<file path="src/design/scfe_pkg.sv">
`timescale 1ns / 1ps

package scfe_pkg;

  localparam logic [7:0]  HDR0_BYTE        = 8'hAA;
  localparam logic [7:0]  HDR1_BYTE        = 8'h55;
  localparam logic [7:0]  SET_LENGTH_BYTE  = 8'd7;
  localparam logic [7:0]  READ_DATA_LENGTH = 8'd2;
  localparam logic [7:0]  SET_TAIL_BYTE    = 8'd1;
  localparam logic [7:0]  CRC_POLY         = 8'h8C;
  localparam logic [11:0] ANGLE_MAX        = 12'd2880;
  localparam logic [11:0] PULSE_MIN        = 12'd500;
  localparam logic [4:0]  ANGLE_SCALE      = 5'd25;
  // floor(y / 9) is approximated by (y * 7281) >> 16, at most one short
  localparam logic [12:0] RECIP_NINE       = 13'd7281;
  localparam logic [3:0]  NINE             = 4'd9;
  localparam logic [3:0]  SET_LAST_IDX     = 4'd11;
  localparam logic [3:0]  READ_LAST_IDX    = 4'd6;

  // Request kinds
  localparam logic KIND_SET  = 1'b0;
  localparam logic KIND_READ = 1'b1;

  // Register indexes
  localparam logic [7:0] REG_DURATION  = 8'd0;
  localparam logic [7:0] REG_FUNCTION  = 8'd1;
  localparam logic [7:0] REG_SET_CODE  = 8'd2;
  localparam logic [7:0] REG_READ_CODE = 8'd3;

  typedef enum logic [2:0] {
    ST_IDLE,
    ST_CLAMP,
    ST_RECIP,
    ST_FIX,
    ST_EMIT
  } state_t;

  typedef struct packed {
    logic capture;
    logic clamp_en;
    logic recip_en;
    logic fix_en;
    logic emit;
  } dp_cmd_t;

  typedef struct packed {
    logic frame_done;
  } dp_status_t;

  function automatic logic [7:0] crc8_step(input logic [7:0] crc, input logic [7:0] b);
    logic [7:0] c;
    c = crc ^ b;
    for (int i = 0; i < 8; i++) begin
      c = c[0] ? ((c >> 1) ^ CRC_POLY) : (c >> 1);
    end
    return c;
  endfunction

endpackage

</file>
<file path="src/design/scfe_datapath.sv">
`timescale 1ns / 1ps

module scfe_datapath (
  input  logic                clk,
  input  logic                rst_n,
  input  scfe_pkg::dp_cmd_t   cmd,
  output scfe_pkg::dp_status_t status,
  input  logic                in_func,
  input  logic [7:0]          in_servo_id,
  input  logic signed [12:0]  in_angle,
  input  logic                cfg_we,
  input  logic [7:0]          cfg_index,
  input  logic [15:0]         cfg_data,
  output logic                out_tvalid,
  input  logic                out_tready,
  output logic [7:0]          out_tdata,
  output logic                out_tlast
);

  logic [15:0]        duration_r;
  logic [7:0]         func_code_r;
  logic [7:0]         set_code_r;
  logic [7:0]         read_code_r;

  logic               kind_r;
  logic [7:0]         servo_r;
  logic signed [12:0] angle_r;
  logic [16:0]        scaled_r;
  logic [14:0]        quarter_r;
  logic [27:0]        prod_r;
  logic [11:0]        pulse_r;

  logic [3:0]         idx_r;
  logic [7:0]         crc_r;
  logic               valid_r;
  logic [7:0]         data_r;
  logic               last_r;

  logic [11:0]        angle_clamped;
  logic [14:0]        quarter;
  logic [11:0]        quot;
  logic [15:0]        rem;
  logic [11:0]        quot_fixed;
  logic               slot_free;
  logic               load;
  logic [3:0]         last_idx;
  logic               at_last;
  logic [7:0]         byte_sel;

  // Configuration registers
  always_ff @(posedge clk) begin
    if (!rst_n) begin
      duration_r  <= 16'd500;
      func_code_r <= 8'd4;
      set_code_r  <= 8'd1;
      read_code_r <= 8'd5;
    end else if (cfg_we) begin
      case (cfg_index)
        scfe_pkg::REG_DURATION:  duration_r  <= cfg_data;
        scfe_pkg::REG_FUNCTION:  func_code_r <= cfg_data[7:0];
        scfe_pkg::REG_SET_CODE:  set_code_r  <= cfg_data[7:0];
        scfe_pkg::REG_READ_CODE: read_code_r <= cfg_data[7:0];
        default: ;
      endcase
    end
  end

  // Pulse width: clamp, scale by 25, divide by 36 as (x >> 2) / 9
  always_comb begin
    if (angle_r[12]) begin
      angle_clamped = '0;
    end else if (angle_r[11:0] > scfe_pkg::ANGLE_MAX) begin
      angle_clamped = scfe_pkg::ANGLE_MAX;
    end else begin
      angle_clamped = angle_r[11:0];
    end
  end

  assign quarter    = scaled_r[16:2];
  assign quot       = prod_r[27:16];
  assign rem        = {1'b0, quarter_r} - 16'(quot * scfe_pkg::NINE);
  assign quot_fixed = (rem >= 16'(scfe_pkg::NINE)) ? quot + 12'd1 : quot;

  always_ff @(posedge clk) begin
    if (cmd.capture) begin
      kind_r  <= in_func;
      servo_r <= in_servo_id;
      angle_r <= in_angle;
    end
    if (cmd.clamp_en) begin
      scaled_r <= 17'(angle_clamped * scfe_pkg::ANGLE_SCALE);
    end
    if (cmd.recip_en) begin
      quarter_r <= quarter;
      prod_r    <= 28'(quarter * scfe_pkg::RECIP_NINE);
    end
    if (cmd.fix_en) begin
      pulse_r <= scfe_pkg::PULSE_MIN + quot_fixed;
    end
  end

  // Byte sequencer
  assign last_idx  = (kind_r == scfe_pkg::KIND_READ) ? scfe_pkg::READ_LAST_IDX
                                                     : scfe_pkg::SET_LAST_IDX;
  assign at_last   = (idx_r == last_idx);
  assign slot_free = !valid_r || out_tready;
  assign load      = cmd.emit && slot_free;

  always_comb begin
    byte_sel = crc_r;
    if (kind_r == scfe_pkg::KIND_READ) begin
      case (idx_r)
        4'd0:    byte_sel = scfe_pkg::HDR0_BYTE;
        4'd1:    byte_sel = scfe_pkg::HDR1_BYTE;
        4'd2:    byte_sel = func_code_r;
        4'd3:    byte_sel = scfe_pkg::READ_DATA_LENGTH;
        4'd4:    byte_sel = read_code_r;
        4'd5:    byte_sel = servo_r;
        default: byte_sel = crc_r;
      endcase
    end else begin
      case (idx_r)
        4'd0:    byte_sel = scfe_pkg::HDR0_BYTE;
        4'd1:    byte_sel = scfe_pkg::HDR1_BYTE;
        4'd2:    byte_sel = func_code_r;
        4'd3:    byte_sel = scfe_pkg::SET_LENGTH_BYTE;
        4'd4:    byte_sel = set_code_r;
        4'd5:    byte_sel = duration_r[7:0];
        4'd6:    byte_sel = duration_r[15:8];
        4'd7:    byte_sel = scfe_pkg::SET_TAIL_BYTE;
        4'd8:    byte_sel = servo_r;
        4'd9:    byte_sel = pulse_r[7:0];
        4'd10:   byte_sel = {4'd0, pulse_r[11:8]};
        default: byte_sel = crc_r;
      endcase
    end
  end

  always_ff @(posedge clk) begin
    if (!rst_n) begin
      idx_r   <= '0;
      crc_r   <= '0;
      valid_r <= 1'b0;
    end else begin
      if (cmd.capture) begin
        idx_r <= '0;
        crc_r <= '0;
      end else if (load) begin
        idx_r <= idx_r + 4'd1;
        // header bytes and the crc byte itself stay out of the sum
        if (idx_r >= 4'd2 && !at_last) begin
          crc_r <= scfe_pkg::crc8_step(crc_r, byte_sel);
        end
      end
      if (load) begin
        valid_r <= 1'b1;
      end else if (out_tready) begin
        valid_r <= 1'b0;
      end
    end
  end

  always_ff @(posedge clk) begin
    if (load) begin
      data_r <= byte_sel;
      last_r <= at_last;
    end
  end

  assign status.frame_done = load && at_last;
  assign out_tvalid        = valid_r;
  assign out_tdata         = data_r;
  assign out_tlast         = last_r;

endmodule

</file>
<file path="src/design/scfe_controller.sv">
`timescale 1ns / 1ps

module scfe_controller (
  input  logic                 clk,
  input  logic                 rst_n,
  input  logic                 in_tvalid,
  output logic                 in_tready,
  input  logic                 in_func,
  input  scfe_pkg::dp_status_t status,
  output scfe_pkg::dp_cmd_t    cmd
);

  scfe_pkg::state_t state_r;
  scfe_pkg::state_t state_nxt;

  always_ff @(posedge clk) begin
    if (!rst_n) begin
      state_r <= scfe_pkg::ST_IDLE;
    end else begin
      state_r <= state_nxt;
    end
  end

  always_comb begin
    state_nxt = state_r;
    in_tready = 1'b0;
    cmd       = '0;
    case (state_r)
      scfe_pkg::ST_IDLE: begin
        in_tready   = 1'b1;
        cmd.capture = in_tvalid;
        if (in_tvalid) begin
          // read requests carry no angle, so skip the pulse pipeline
          state_nxt = (in_func == scfe_pkg::KIND_READ) ? scfe_pkg::ST_EMIT
                                                       : scfe_pkg::ST_CLAMP;
        end
      end
      scfe_pkg::ST_CLAMP: begin
        cmd.clamp_en = 1'b1;
        state_nxt    = scfe_pkg::ST_RECIP;
      end
      scfe_pkg::ST_RECIP: begin
        cmd.recip_en = 1'b1;
        state_nxt    = scfe_pkg::ST_FIX;
      end
      scfe_pkg::ST_FIX: begin
        cmd.fix_en = 1'b1;
        state_nxt  = scfe_pkg::ST_EMIT;
      end
      scfe_pkg::ST_EMIT: begin
        cmd.emit = 1'b1;
        if (status.frame_done) begin
          state_nxt = scfe_pkg::ST_IDLE;
        end
      end
      default: state_nxt = scfe_pkg::ST_IDLE;
    endcase
  end

endmodule

</file>
<file path="src/design/servo_command_frame_encoder.sv">
`timescale 1ns / 1ps

// Servo command frame encoder. Each request on the in_ channel becomes one
// frame sent a byte per transfer on the out_ channel, with tlast on the
// closing CRC-8/MAXIM byte. A set-position request yields 12 bytes and a
// read-position request 7. A set request passes through the pulse width
// pipeline (clamp and scale, reciprocal multiply, remainder fix-up)
// before its first byte, a read request starts at once, and then the
// sequencer loads one byte per cycle into the output register while the
// sink keeps taking them. A new request is taken once the last byte of
// the frame has been loaded. Registers on the cfg_ port are written in
// any cycle and must only change while no frame is in progress.
module servo_command_frame_encoder (
  input  logic        clk,
  input  logic        rst_n,
  input  logic        in_tvalid,
  output logic        in_tready,
  input  logic [23:0] in_tdata,   // [7:0] servo_id, [20:8] angle_sixteenths, [23:21] zero
  input  logic        in_tuser,   // [0] func
  output logic        out_tvalid,
  input  logic        out_tready,
  output logic [7:0]  out_tdata,  // [7:0] frame_byte
  output logic        out_tlast,  // last_byte
  input  logic        cfg_valid,
  output logic        cfg_ready,
  input  logic [7:0]  cfg_index,
  input  logic [15:0] cfg_data
);

  scfe_pkg::dp_cmd_t    cmd;
  scfe_pkg::dp_status_t status;

  assign cfg_ready = 1'b1;

  scfe_controller u_ctrl (
    .clk       (clk),
    .rst_n     (rst_n),
    .in_tvalid (in_tvalid),
    .in_tready (in_tready),
    .in_func   (in_tuser),
    .status    (status),
    .cmd       (cmd)
  );

  scfe_datapath u_dp (
    .clk         (clk),
    .rst_n       (rst_n),
    .cmd         (cmd),
    .status      (status),
    .in_func     (in_tuser),
    .in_servo_id (in_tdata[7:0]),
    .in_angle    (in_tdata[20:8]),
    .cfg_we      (cfg_valid && cfg_ready),
    .cfg_index   (cfg_index),
    .cfg_data    (cfg_data),
    .out_tvalid  (out_tvalid),
    .out_tready  (out_tready),
    .out_tdata   (out_tdata),
    .out_tlast   (out_tlast)
  );

endmodule

</file>
<file path="config.mk">
export PLATFORM = sky130hd
export DESIGN_NAME = servo_command_frame_encoder
export DESIGN_NICKNAME = d
export VERILOG_FILES = /design/src/design/scfe_pkg.sv /design/src/design/scfe_datapath.sv /design/src/design/scfe_controller.sv /design/src/design/servo_command_frame_encoder.sv
export SDC_FILE = /design/constraint.sdc
export NUM_CORES = 1
export LEC_CHECK = 0
export BUFFER_PORTS_ARGS = -buffer_cell sky130_fd_sc_hd__buf_2
export CAP_MARGIN = 25
export CORE_ASPECT_RATIO = 1.4
export CORE_UTILIZATION = 25
export CTS_CLUSTER_DIAMETER = 100
export CTS_CLUSTER_SIZE = 10
export DETAILED_ROUTE_END_ITERATION = 6
export GPL_TIMING_DRIVEN = 0
export PLACE_DENSITY = 0.36
export SETUP_SLACK_MARGIN = 0.1
export SYNTH_ARGS = -nofsm -noshare
export SYNTH_HDL_FRONTEND = slang
export SYNTH_SLANG_ARGS = --single-unit
</file>
<file path="constraint.sdc">
create_clock -name clk -period 8.8 [get_ports clk]
set_input_delay 1.76 -clock clk [delete_from_list [all_inputs] [get_ports clk]]
set_output_delay 1.76 -clock clk [all_outputs]
set_load 0.005 [all_outputs]
</file>
======== Yosys cells after proc, flatten, opt, wreduce, memory -nomap -nowiden ========
Index checks and enable logic that the tools add are counted.
storage, ports and cells
  register bits ........................... 159
  bits in read-only memories .............. 0
  memories kept ........................... 0
  bits in writable memories ............... 0
  input port bits ......................... 54
  latch bits .............................. 0
  output and inout bits ................... 12
operators by class
  magnitude comparators ................... 3
  equal/unequal tests ..................... 20
  $add $sub $neg .......................... 4
  muxes and demuxes ....................... 27
  divide/modulo/power cells ............... 0
  bitwise operators ....................... 10
  $mul .................................... 3
  reductions and logical operators ........ 17
  shift-type cells ........................ 0
operators by type and width
  operator                count
  $pmux 8 s11             1
  $mux 8                  9
  $pmux 8 s6              1
  $mux 12                 3
  $mul 15x13->28 const B  1
  $not 2->3               8
  $mul 12x5->17 const B   1
  $eq 4x3->1 const B      4
  $eq 8x2->1 const B      2
  $ge 16x4->1 const B     1
  $mul 12x4->16 const B   1
  $sub 15x16->16          1
  $pmux 3 s5              1
  $add 12x1->12 const B   1
  $add 9x12->12 const A   1
  $eq 4x4->1 const B      3
  $gt 12x12->1 const B    1
  $reduce_and 2->1        6
  $mux 3                  3
  $eq 4x2->1 const B      2
  $eq 8x1->1 const B      1
  $logic_not 8->1         1
  $mux 1                  8
  $xor 8x8->8             1
  17 further kinds        22

======== Depth between registers and ports, before layout ========
Gate-level depths: netlist (run 1).
  depth in word-level cells ............... 20
  depth in mapped cells ................... 23
  gate-level depth less buffers ........... 23

======== Cells and area by module ========
From an unflattened synthesis (run 1), not the netlist that was laid out.
second synthesis, totals
  cells, all modules ...................... 1178
  area, all modules ....................... 11801.3 µm²
modules (own cells, without submodules)
  module                       times used  area an instance (µm²)  cells each  seq. area each (µm²)
  scfe_datapath                1           11588.6                 1154        3613.5
  scfe_controller              1           201.4                   22          60.1
  servo_command_frame_encoder  1           11.3                    2           0.0

======== Worst setup path before layout (run 1) ========
Ideal clock, no wire load.
  kind .................................... reg2reg
  start point ............................. register u_dp.scaled_r[9]
  end point ............................... register u_dp.prod_r[26] (data pin)
  arrival time ............................ 4529 ps
  setup slack ............................. 4013 ps
  required time ........................... 8541 ps
  path buffers ............................ 0
  cell stages (with the launch flop) ...... 18
  setup time .............................. 259 ps
  cell sequence ........................... edfxtp_1 -> fa_1 -> ha_1 -> inv_1 -> fa_1 -> fa_1 -> inv_1 -> fa_1 -> ha_1 -> o21a_1 -> o211ai_1 -> o21ai_0 -> nand3_1 -> a311oi_1 -> o21a_1 -> o21ai_0 -> nand2b_1 -> xor2_1
between the ends
  longest elaborated chain between the ends .. 1
RTL lines
  element                   line                 RTL
  start: declaration        scfe_datapath.sv:28  logic [16:0] scaled_r;
  start signal: assignment  scfe_datapath.sv:91  scaled_r <= 17'(angle_clamped * scfe_pkg::ANGLE_SCALE);
  $mul 15x13->28            scfe_datapath.sv:95  prod_r <= 28'(quarter * scfe_pkg::RECIP_NINE);
  end signal: assignment    scfe_datapath.sv:95
  end: declaration          scfe_datapath.sv:30  logic [27:0] prod_r;
No other way between the ends.
A chain may end at the register's enable or synchronous reset.

==> results of run 1 <==
worst max-delay path by stage:
stage                           from                to  slack [ns]
finish                u_dp.prod_r[2]  u_dp.pulse_r[10]        3.26
global route          u_dp.prod_r[2]  u_dp.pulse_r[10]        2.73
CTS                   u_dp.prod_r[2]  u_dp.pulse_r[10]        3.14
detailed placement    u_dp.prod_r[2]  u_dp.pulse_r[10]        3.16
global placement      u_dp.prod_r[2]  u_dp.pulse_r[10]        3.18
floorplan           u_dp.scaled_r[9]   u_dp.prod_r[26]        4.01
power by group:
part	switching [uW]	internal, uW
logic	1320	973
clock network	291	439
registers	55.7	822
synthesized netlist by cell type, types with 6 or more instances:
master | instances | area, um^2
a22oi_1 | 7 | 52.55
fa_1 | 59 | 1181
xor2_1 | 15 | 131.4
a21boi_0 | 11 | 82.58
edfxtp_1 | 85 | 2552
nand2_1 | 76 | 285.3
nand2b_1 | 12 | 75.07
mux2i_1 | 35 | 350.3
nor2b_1 | 27 | 168.9
and2_1 | 12 | 75.07
a221oi_1 | 7 | 61.31
nand3_1 | 23 | 115.1
o21bai_1 | 7 | 52.55
a31oi_1 | 8 | 50.05
a222oi_1 | 8 | 80.08
nor2_1 | 74 | 277.8
buf_2 | 11 | 55.05
o21ai_0 | 19 | 95.09
o21a_1 | 9 | 67.56
nand4_1 | 7 | 43.79
or2_2 | 6 | 37.54
ha_1 | 153 | 1914
xnor2_1 | 45 | 394.1
a21oi_1 | 59 | 295.3
dfxtp_1 | 56 | 1121
inv_1 | 171 | 641.9
and3_1 | 8 | 50.05
nor3_1 | 27 | 135.1
a211oi_1 | 9 | 67.56
clkbuf_1 | 21 | 78.83
layer usage:
metal	global-route usage	share of wire
met1	0.1553	0.42
met2	0.2595	0.54
met3	0.01622	0.018
met4	0.04769	0.024
met5	0	0
layout make-up:
type | count | area share
multi-input cells | 820 | 0.5315
clock inverters | 8 | 0.005669
flip-flops and latches | 141 | 0.2774
clock buffers | 24 | 0.03883
repair buffers | 65 | 0.02787
well taps | 611 | 0.05773
plain buffers | 37 | 0.01257
inverters | 171 | 0.04847
kinds of logic after synthesis:
logic type | Yosys count | share of synthesized area
mux | 39 | 0.03435
fa+ha+maj | 212 | 0.2689
other cells | 1 | 0.0003258
simple gates | 303 | 0.1315
flops | 141 | 0.3192
compound gates | 202 | 0.1250
buf+inv | 208 | 0.07023
xor+xnor | 63 | 0.05044
worst max-delay path, cell delays in order (launching register included):
cell and delay [ns]:
edfxtp_1 0.55, inv_1 0.18, ha_1 0.24, fa_1 0.54
inv_1 0.06, ha_1 0.30, o21ai_0 0.13, a211oi_1 0.48
xor2_1 0.16, a2111oi_2 0.34, nand4_1 0.19, nor4_4 0.50
buf_6 0.22, nor3_1 0.07, xor2_1 0.22, ha_1 0.30
nor2_1 0.06, mux2i_1 0.36, o311ai_0 0.19, nor3b_1 0.19
through the flow:
stage | setup WS [ns] | instances | utilization | cell area [um^2]
finish | 3.263 | 1877 | 0.2927 | 13240
global route | 2.729 | 1877 | 0.2927 | 13240
CTS | 3.141 | 1877 | 0.2927 | 13240
detailed placement | 3.159 | 1845 | 0.2797 | 12650
global placement | 3.180 | 1840 | 0.2780 | 12570
floorplan | 4.013 | 1169 | - | 11510
cell usage in the layout (no fill, tap or decap), drive strengths merged, types with 29 or more instances in the layout:
cell type | Yosys | layout
a21oi | 59 | 59
dfxtp | 56 | 56
ha | 153 | 153
nor3 | 29 | 29
xnor2 | 47 | 47
fa | 59 | 59
edfxtp | 85 | 85
mux2i | 35 | 35
inv | 171 | 175
nand2 | 77 | 77
nor2 | 75 | 75
clkbuf | 23 | 47
buf | 14 | 79
registers in the layout (all words and copies together) (netlist names), 11 cells and up:
name             cells
u_dp.scaled_r       15
u_dp.duration_r     16
u_dp.quarter_r      11
u_dp.angle_r        13
u_dp.pulse_r        12
u_dp.prod_r         16
==> flow_metrics.py, run 1 <==
metrics = {
    "outcome": {
        "run_status": "finished, final reports clean",
    },
    "floorplan": {
        "core_area_um2": 45240,
        "io-pin-count": 66,
        "rows": 92,
        "dieHeight_um": 255.9,
        "die_area_um2": 46910,
        "floorplan.initialDensity": 0.2544,
        "die-width_um": 183.3,
    },
    "finish": {
        "area.sequential_um2": 3674,
        "n_fill_cell": 4816,
        "nets": 1519,
        "layout-area-overhead-vs-synth_pct": 15.06,
        "multiInputGateArea_um2": 7038,
        "drive_above_1_share": 0.1106,
        "insertedDiodeCount": 0,
    },
    "clocking": {
        "clock_root_cell": "clkbuf_16",
        "cts.reportedPaths.clkPinSlew_ns": 0.06,
        "cts_num_sinks": 141,
        "tritoncts": "built",
        "deepest_clock_path_buffer_count": 2,
        "post_cts.resized_instances": 0,
        "clock_latency_ns": 0.42,
        "cts_made_buffers": 17,
        "cts_hold_repair.buffers": 0,
        "number_of_h_tree_branching_levels": 4,
        "post-cts-setup-buffers": 0,
    },
    "sta": {
        "worst-slew-pin-transition_ns": 0.9001,
        "slew_viol_final": 0,
        "final.hold.worst_slack_ns": 0.4753,
        "final-setup-viol-count": 0,
        "fmax_mhz": 180.6,
        "finalWorstPathRequiredPeriod_ns": 5.537,
        "final.period_utilization": 0.6292,
        "slew_headroom": 0.4000,
        "grt_setup_unrepaired": "no",
        "total_negative_setup_slack_ns": 0,
        "fin_skew_ns": 0.01052,
        "finalHoldViolations": 0,
    },
    "placed_design": {
        "io_buffer_count": 60,
        "hpwl_mm": 25.10,
        "gp_congestion": 0.7676,
    },
    "worst_setup_path": {
        "timing.setup.critical_path_class": "flip-flop to flip-flop",
        "worstPathRequired_ns": 8.96,
        "critical_path.reg2reg.endpoint": "u_dp.pulse_r[10]",
        "worst-r2r-cell-count": 19,
        "worst-endpoint-arrival_ns": 5.69,
        "r2r_slack_ns": 3.26,
        "timing.critical_path.fanout_max": 10,
        "start_of_the_worst_register_to_register_path": "u_dp.prod_r[2]",
        "worstSetupEndpointType": "flip-flop",
        "cp-start-kind": "flip-flop",
    },
    "min_path": {
        "worst_hold_launch": "u_dp.duration_r[2]",
        "min-delay-path-class": "flip-flop to flip-flop",
        "timing.hold.worst_path_depth": 2,
        "whs_endpoint": "u_dp.duration_r[2]",
    },
    "power_and_ir_drop": {
        "power_per_cell_area_nw_per_um2": 294.9,
        "report.power.total_uw": 3905,
        "peakVddDrop_uv": 132.7,
        "power.static_leakage_uw": 0.005917,
    },
    "logic_synthesis": {
        "post_synth.cell_area_avg_um2": 9.846,
        "synth.ff_latch_count": 141,
        "synth_cell_types": 86,
        "synth_fp_nets": 1435,
        "synth_edf_count": 85,
        "dominantRegCellSynth": "edfxtp_1",
        "postSynthCellCount": 1169,
        "post_synth_design_cell_area_um2": 11510,
        "yosysWarningCount": 0,
        "synth_seq_area_share": 0.3192,
        "ys_async_sr_fraction": 0,
    },
    "routing": {
        "routedWlPerCell_um": 16.30,
        "vias_per_cell": 4.508,
        "remaining_routing_drc_violations": 0,
        "first_pass_iters": 5,
        "drt_iter0_drc": 403,
        "via_count_of_the_routed_design": 8462,
        "postRouteAntennaNets": 0,
        "total_wire_length_after_detailed_routing_mm": 30.60,
    },
    "job": {
        "cap_viol_max_count": 0,
    },
    "global_route": {
        "wire_length_of_the_first_global_routing_pass_mm": 49.40,
        "pin_count_of_the_biggest_net_entering_global_routing": 17,
        "grt_pass1_vias": 8960,
        "grt_remaining_overflow": 0,
        "grt_antenna_before_repair": 0,
        "groute.usage.overall": 0.1370,
    },
}
Note: power is estimated with default switching activity, not from simulation.
==> run 2: changes to the inputs <==
Settings changed: ABC_AREA set to 1, PLACE_DENSITY 0.36 to 0.38.
Clock period 8.8 ns to 4.6 ns, I/O delays scaled along.
==> run 2 against run 1 <==
  * Setup slack worse by 3.3 ns
  * Wire length is 12% higher
  * Register-to-register slack worse by 3.3 ns
  * Highest routed layer unchanged
  * Critical path depth stayed put
  * Clock skew is 0.0020 ns lower
  * First-iteration DRC count is 5.2% lower
  * Cell area is 13% higher
  * Non-clock buffer count is 37 higher
  * The flow now finishes with violations (negative setup slack)
  * Sequential cell count stayed put
  * Synthesized area is 4.9% higher
  * Count of clock-buffer cells in the layout is 2 lower
  * Sequential share of layout area is 3.2 points lower
==> flow_metrics.py, run 2 <==
metrics = {
    "logic_synthesis": {
        "synth_fp_nets": 1781,
        "synth_seq_area_share": 0.3042,
        "yosysMostFrequentCell": "nand2_1",
        "ys_async_sr_fraction": 0,
        "yosysWarningCount": 0,
        "synth.top_cells.by_area": "edfxtp_1 21%, ha_1 16%, nand2_1 10%, fa_1 9.8%, dfxtp_1 9.3%",
        "netlist.area_leader.share": 0.2114,
        "post_synth_design_cell_area_um2": 12080,
        "netlist.top_cell.by_area": "edfxtp_1",
        "postSynthCellCount": 1515,
        "ys_top_cells_by_count": "334 x nand2_1, 279 x inv_1, 153 x ha_1",
        "post_synth.cell_area_avg_um2": 7.971,
        "synth_cell_types": 53,
        "dominantRegCellSynth": "edfxtp_1",
        "synth.ff_latch_count": 141,
        "synth_edf_count": 85,
    },
    "worst_setup_path": {
        "cp_num_buf_inv": 4,
        "worst-endpoint-arrival_ns": 4.80,
        "worstPathRequired_ns": 4.80,
        "delay_of_the_slowest_cell_on_the_worst_path_ns": 0.58,
        "crit_slowest_cell": "fa_1",
        "timing.setup.critical_path_class": "flip-flop to flip-flop",
        "worstSetupEndpointType": "flip-flop",
        "cp-start-kind": "flip-flop",
        "timing.critical_path.fanout_max": 4,
        "timing.critical_path.max_delay_family": "adder cells",
        "cell_by_cell_trace_of_the_critical_path": "buf_6, buf_6, fa_1, ha_4, inv_2, fa_1, inv_1, fa_1, fa_1, ha_4, a21oi_4, o21ai_2, a21oi_2, nand2_2, a21boi_2, o21ai_2, nand2_1, nand3_2, xor2_1",
        "critPathMostFrequentCell": "fa_1",
    },
    "clocking": {
        "cts_num_sinks": 141,
        "cts_made_buffers": 17,
        "number_of_h_tree_branching_levels": 4,
        "cts_hold_repair.buffers": 0,
        "deepest_clock_path_buffer_count": 2,
        "clock_root_cell": "clkbuf_16",
        "tritoncts": "built",
        "cts.reportedPaths.clkPinSlew_ns": 0.07,
        "clock_latency_ns": 0.44,
    },
    "routing": {
        "total_wire_length_after_detailed_routing_mm": 34.14,
        "routedWlPerCell_um": 14.89,
        "first_pass_iters": 5,
        "postRouteAntennaNets": 0,
        "remaining_routing_drc_violations": 0,
        "drt_iter0_drc": 382,
        "drt-met1-wl_mm": 13.37,
        "highest_signal_layer": "met4",
        "vias_per_cell": 4.351,
        "routed_wire_length_on_met2_mm": 19.08,
        "via_count_of_the_routed_design": 9973,
        "routed-wl-met3_um": 686,
    },
    "floorplan": {
        "die_area_um2": 49200,
        "rows": 94,
        "core_area_um2": 47280,
        "dieHeight_um": 262.1,
        "floorplan.initialDensity": 0.2554,
        "die-width_um": 187.8,
        "io-pin-count": 66,
    },
    "min_path": {
        "min-delay-path-class": "flip-flop to flip-flop",
    },
    "finish": {
        "final_util": 0.3162,
        "final_cell_mix": "320 x nand2_1, 258 x inv_1, 125 x ha_1, 118 x nor2_1, 98 x nand3_1",
        "reg_top3": "u_dp.duration_r (16), u_dp.prod_r (16), u_dp.scaled_r (15)",
        "insertedDiodeCount": 0,
        "nets": 1921,
        "layout.cells.most_common": "nand2_1",
        "layout-area-overhead-vs-synth_pct": 23.81,
        "drive_above_1_share": 0.1936,
    },
    "sta": {
        "grt_setup_unrepaired": "yes",
        "worst-slew-pin-transition_ns": 0.8173,
        "finalWorstPathRequiredPeriod_ns": 4.608,
        "fin_skew_ns": 0.008541,
        "slew_viol_final": 0,
        "slew_headroom": 0.4538,
        "setup_ws_ns": -0.008431,
        "final.period_utilization": 1.002,
        "finalHoldViolations": 0,
        "fmax_mhz": 217.0,
        "final-setup-viol-count": 1,
    },
    "placed_design": {
        "hpwl_mm": 28.00,
        "io_buffer_count": 61,
        "gp_congestion": 0.8254,
    },
    "global_route": {
        "wire_length_of_the_first_global_routing_pass_mm": 53.50,
        "groute.usage.overall": 0.1419,
        "pin_count_of_the_biggest_net_entering_global_routing": 30,
        "grt_pass1_vias": 10074,
        "grt_remaining_overflow": 0,
        "grt_antenna_before_repair": 0,
    },
    "outcome": {
        "failed_checks": "negative setup slack",
        "run_status": "complete, but fails checks",
    },
    "job": {
        "cap_viol_max_count": 0,
    },
}
[run 2: cell count changes after synthesis, sizes merged, moves of 12 or more]
cell and change:
nand2 +272, inv +119, nand3 +81, nor2 +63, o21ai +47, mux2i -35, xnor2 -35, nor2b -27
xor2 +22, nor3 -15, nand2b -12
[run 2: what timing repair did]
action                                 CTS  global route
setup endpoints to repair               14            16
resized for setup                       65            82
endpoints found under the hold margin    0             0
gates cloned                             0             0
pin swaps                               49            56
setup buffers                           33            23
[run 2: path summary, 6_finish.rpt]
kind,end,start,cells after the start,slack (ns)
worst min-delay path,u_dp.func_code_r[5],u_dp.func_code_r[5],2,0.47
worst max register to register,u_dp.prod_r[26],u_dp.scaled_r[12],19,-0.008
worst min register to register,u_dp.func_code_r[5],u_dp.func_code_r[5],2,0.47
worst max-delay path,u_dp.prod_r[26],u_dp.scaled_r[12],19,-0.008
[run 2: per-layer routing]
layer	up-vias	global-route usage
li1	5144	-
met1	4671	0.1479
met2	118	0.2830
met3	40	0.01990
met4	0	0.05510
met5	-	0
[run 2: cell type report]
| cell class | count | area [um^2] |
|---|---|---|
| Fill cell | 5130 | 32330 |
| Multi-Input combinational cell | 1064 | 7904 |
| Sequential cell | 141 | 3674 |
| Inverter | 292 | 1104 |
| Timing Repair Buffer | 121 | 804.5 |
| Tap cell | 624 | 780.7 |
| Clock buffer | 22 | 495.5 |
| Clock inverter | 10 | 102.6 |
| Buffer | 18 | 87.58 |
[run 2: cells by family (layout without fill, tap and decap cells)]
group | Yosys count | count (layout) | synth area share
fa+ha+maj | 212 | 212 | 0.2563
flops | 141 | 141 | 0.3042
buf+inv | 310 | 463 | 0.09801
xor+xnor | 49 | 49 | 0.03554
simple gates | 642 | 642 | 0.2316
other cells | 1 | 1 | 0.0003105
compound gates | 160 | 160 | 0.07408
[run 2: metrics by stage]
step | setup TNS [ns] | instance area, um^2 | setup WS, ns | hold slack, ns | std cells
floorplan | 0 | 12080 | 0.1075 | 0.4245 | 1515
global placement | -4.873 | 13160 | -0.6524 | 0.4552 | 2200
detailed placement | -4.625 | 13210 | -0.6159 | 0.4590 | 2204
CTS | -0.3545 | 14390 | -0.1190 | 0.4770 | 2269
global route | -0.9956 | 14950 | -0.2232 | 0.4947 | 2292
finish | -0.008431 | 14950 | -0.008431 | 0.4718 | 2292
[run 2: tightest hold or removal path: stages (launching register included)]
cell and delay, ns:
dfxtp_1 0.30, inv_1 0.07, a21oi_1 0.06
Power of run 2 is left out: the tool's default activity adds up to more than one toggle a clock period on the data nets, which glitch-free logic cannot reach.
==> run 3: changes to the inputs <==
Settings changed: CORE_UTILIZATION 25 to 24, CTS_BUF_LIST set to sky130_fd_sc_hd__clkbuf_8, PLACE_DENSITY 0.38 to 0.37.
==> run 3 against run 2 <==
  * First-iteration DRC count up 2.1%
  * Die area is 4.1% higher
  * Global-route usage is 0.36 points lower
  * The run still ends with negative setup slack left
  * Cell area shrank 0.91%
  * Wire length increased by 0.56%
  * Final cell count increased by 0.92%
==> flow_metrics.py, run 3 (same netlist as run 2, synthesis figures left out) <==
metrics = {
    "clocking": {
        "cts_hold_repair.buffers": 0,
        "deepest_clock_path_buffer_count": 2,
        "clock_root_cell": "clkbuf_8",
        "cts_num_sinks": 141,
        "number_of_h_tree_branching_levels": 4,
        "cts_made_buffers": 17,
        "tritoncts": "built",
        "clock_latency_ns": 0.49,
        "cts.reportedPaths.clkPinSlew_ns": 0.09,
    },
    "sta": {
        "fmax_mhz": 215.1,
        "setup_ws_ns": -0.05007,
        "finalHoldViolations": 0,
        "slew_viol_final": 0,
        "final.period_utilization": 1.011,
        "grt_setup_unrepaired": "yes",
        "fin_skew_ns": 0.01388,
        "final-setup-viol-count": 4,
        "slew_headroom": 0.4375,
        "finalWorstPathRequiredPeriod_ns": 4.650,
        "worst-slew-pin-transition_ns": 0.8418,
        "final.hold.worst_slack_ns": 0.4874,
    },
    "outcome": {
        "run_status": "complete, but fails checks",
        "failed_checks": "negative setup slack",
    },
    "global_route": {
        "grt_antenna_before_repair": 1,
        "pin_count_of_the_biggest_net_entering_global_routing": 30,
        "groute.usage.overall": 0.1382,
        "wire_length_of_the_first_global_routing_pass_mm": 53.40,
        "grt_pass1_vias": 9911,
        "grt_remaining_overflow": 0,
    },
    "finish": {
        "final_design_area_no_fill_um2": 14820,
        "nets": 1928,
        "reg_top3": "u_dp.duration_r (16), u_dp.prod_r (16), u_dp.scaled_r (15)",
        "layout-area-overhead-vs-synth_pct": 22.68,
        "n_fill_cell": 5314,
        "layout.cells.most_common": "nand2_1",
        "drive_above_1_share": 0.1916,
        "final_cell_count_no_fill": 2313,
        "final_cell_mix": "324 x nand2_1, 264 x inv_1, 126 x ha_1, 115 x nor2_1, 98 x nand3_1",
    },
    "routing": {
        "total_wire_length_after_detailed_routing_mm": 34.33,
        "postRouteAntennaNets": 0,
        "first_pass_iters": 5,
        "drt_iter0_drc": 390,
        "remaining_routing_drc_violations": 0,
        "via_count_of_the_routed_design": 9896,
        "routedWlPerCell_um": 14.84,
        "vias_per_cell": 4.278,
    },
    "floorplan": {
        "dieHeight_um": 267.4,
        "floorplan.initialDensity": 0.2446,
        "core_area_um2": 49370,
        "rows": 96,
        "die-width_um": 191.6,
        "die_area_um2": 51230,
        "io-pin-count": 66,
    },
    "placed_design": {
        "io_buffer_count": 61,
        "placed_cells": 2216,
        "dpl-instance-area_um2": 13220,
        "hpwl_mm": 28.35,
        "gp_congestion": 0.8057,
    },
    "min_path": {
        "min-delay-path-class": "flip-flop to flip-flop",
    },
    "worst_setup_path": {
        "timing.critical_path.fanout_max": 3,
        "worstSetupEndpointType": "flip-flop",
        "cp-start-kind": "flip-flop",
        "worstPathRequired_ns": 4.85,
        "timing.setup.critical_path_class": "flip-flop to flip-flop",
        "worst-endpoint-arrival_ns": 4.90,
    },
    "job": {
        "cap_viol_max_count": 0,
    },
}
[run 3: critical path, stage by stage, from the launching register on]
cell      delay [ns]
edfxtp_1        0.52
buf_6           0.17
fa_1            0.51
ha_4            0.30
inv_2           0.04
fa_1            0.48
inv_2           0.04
fa_1            0.51
fa_1            0.46
ha_4            0.30
a21oi_4         0.12
o21ai_1         0.09
a21oi_2         0.14
nand2_2         0.09
a21boi_2        0.18
o21ai_2         0.12
nand2_1         0.09
nand3_2         0.09
xor2_2          0.16
[run 3: layout make-up]
cell class / instances / area, um^2 / area share
clock buffers: 18 / 247.7 / 0.01672
multi-input cells: 1064 / 7890 / 0.5326
inverters: 292 / 1096 / 0.07398
clock inverters: 14 / 175.2 / 0.01182
diodes: 1 / 2.502 / 0.0001689
plain buffers: 18 / 87.58 / 0.005912
repair buffers: 128 / 845.8 / 0.05709
flip-flops and latches: 141 / 3674 / 0.2480
well taps: 637 / 797.0 / 0.05380
[run 3: routing by layer]
layer  track usage  vias to the layer above  part of all wire
li1              -                     5155                 -
met2        0.2817                      108              0.58
met4       0.04118                        0             0.021
met5             0                        -                 0
met3       0.01573                       32             0.017
met1        0.1433                     4601              0.39
[run 3: final timing paths]
check	end	cells past startpoint	slack, ns	startpoint
min	u_dp.func_code_r[5]	2	0.49	u_dp.func_code_r[5]
min reg2reg	u_dp.func_code_r[5]	2	0.49	u_dp.func_code_r[5]
max	u_dp.prod_r[26]	18	-0.05	u_dp.scaled_r[13]
max reg2reg	u_dp.prod_r[26]	18	-0.05	u_dp.scaled_r[13]
[run 3: what timing repair did]
item | 4_1_cts | 5_1_grt
setup buffers | 39 | 25
endpoints found under the hold margin | 0 | 0
gates resized for setup | 54 | 81
setup endpoints to repair | 14 | 18
pin swaps | 45 | 70
[run 3: per-stage QoR]
step / setup TNS (ns) / utilization / setup WS (ns)
6_report: -0.1191 / 0.3001 / -0.05007
2_1_floorplan: 0 / - / 0.1075
3_5_place_dp: -4.910 / 0.2678 / -0.6757
4_1_cts: -0.4668 / 0.2879 / -0.1450
5_1_grt: -1.563 / 0.3001 / -0.2634
3_3_place_gp: -4.984 / 0.2670 / -0.6554
Power of run 3 is left out for the same reason.
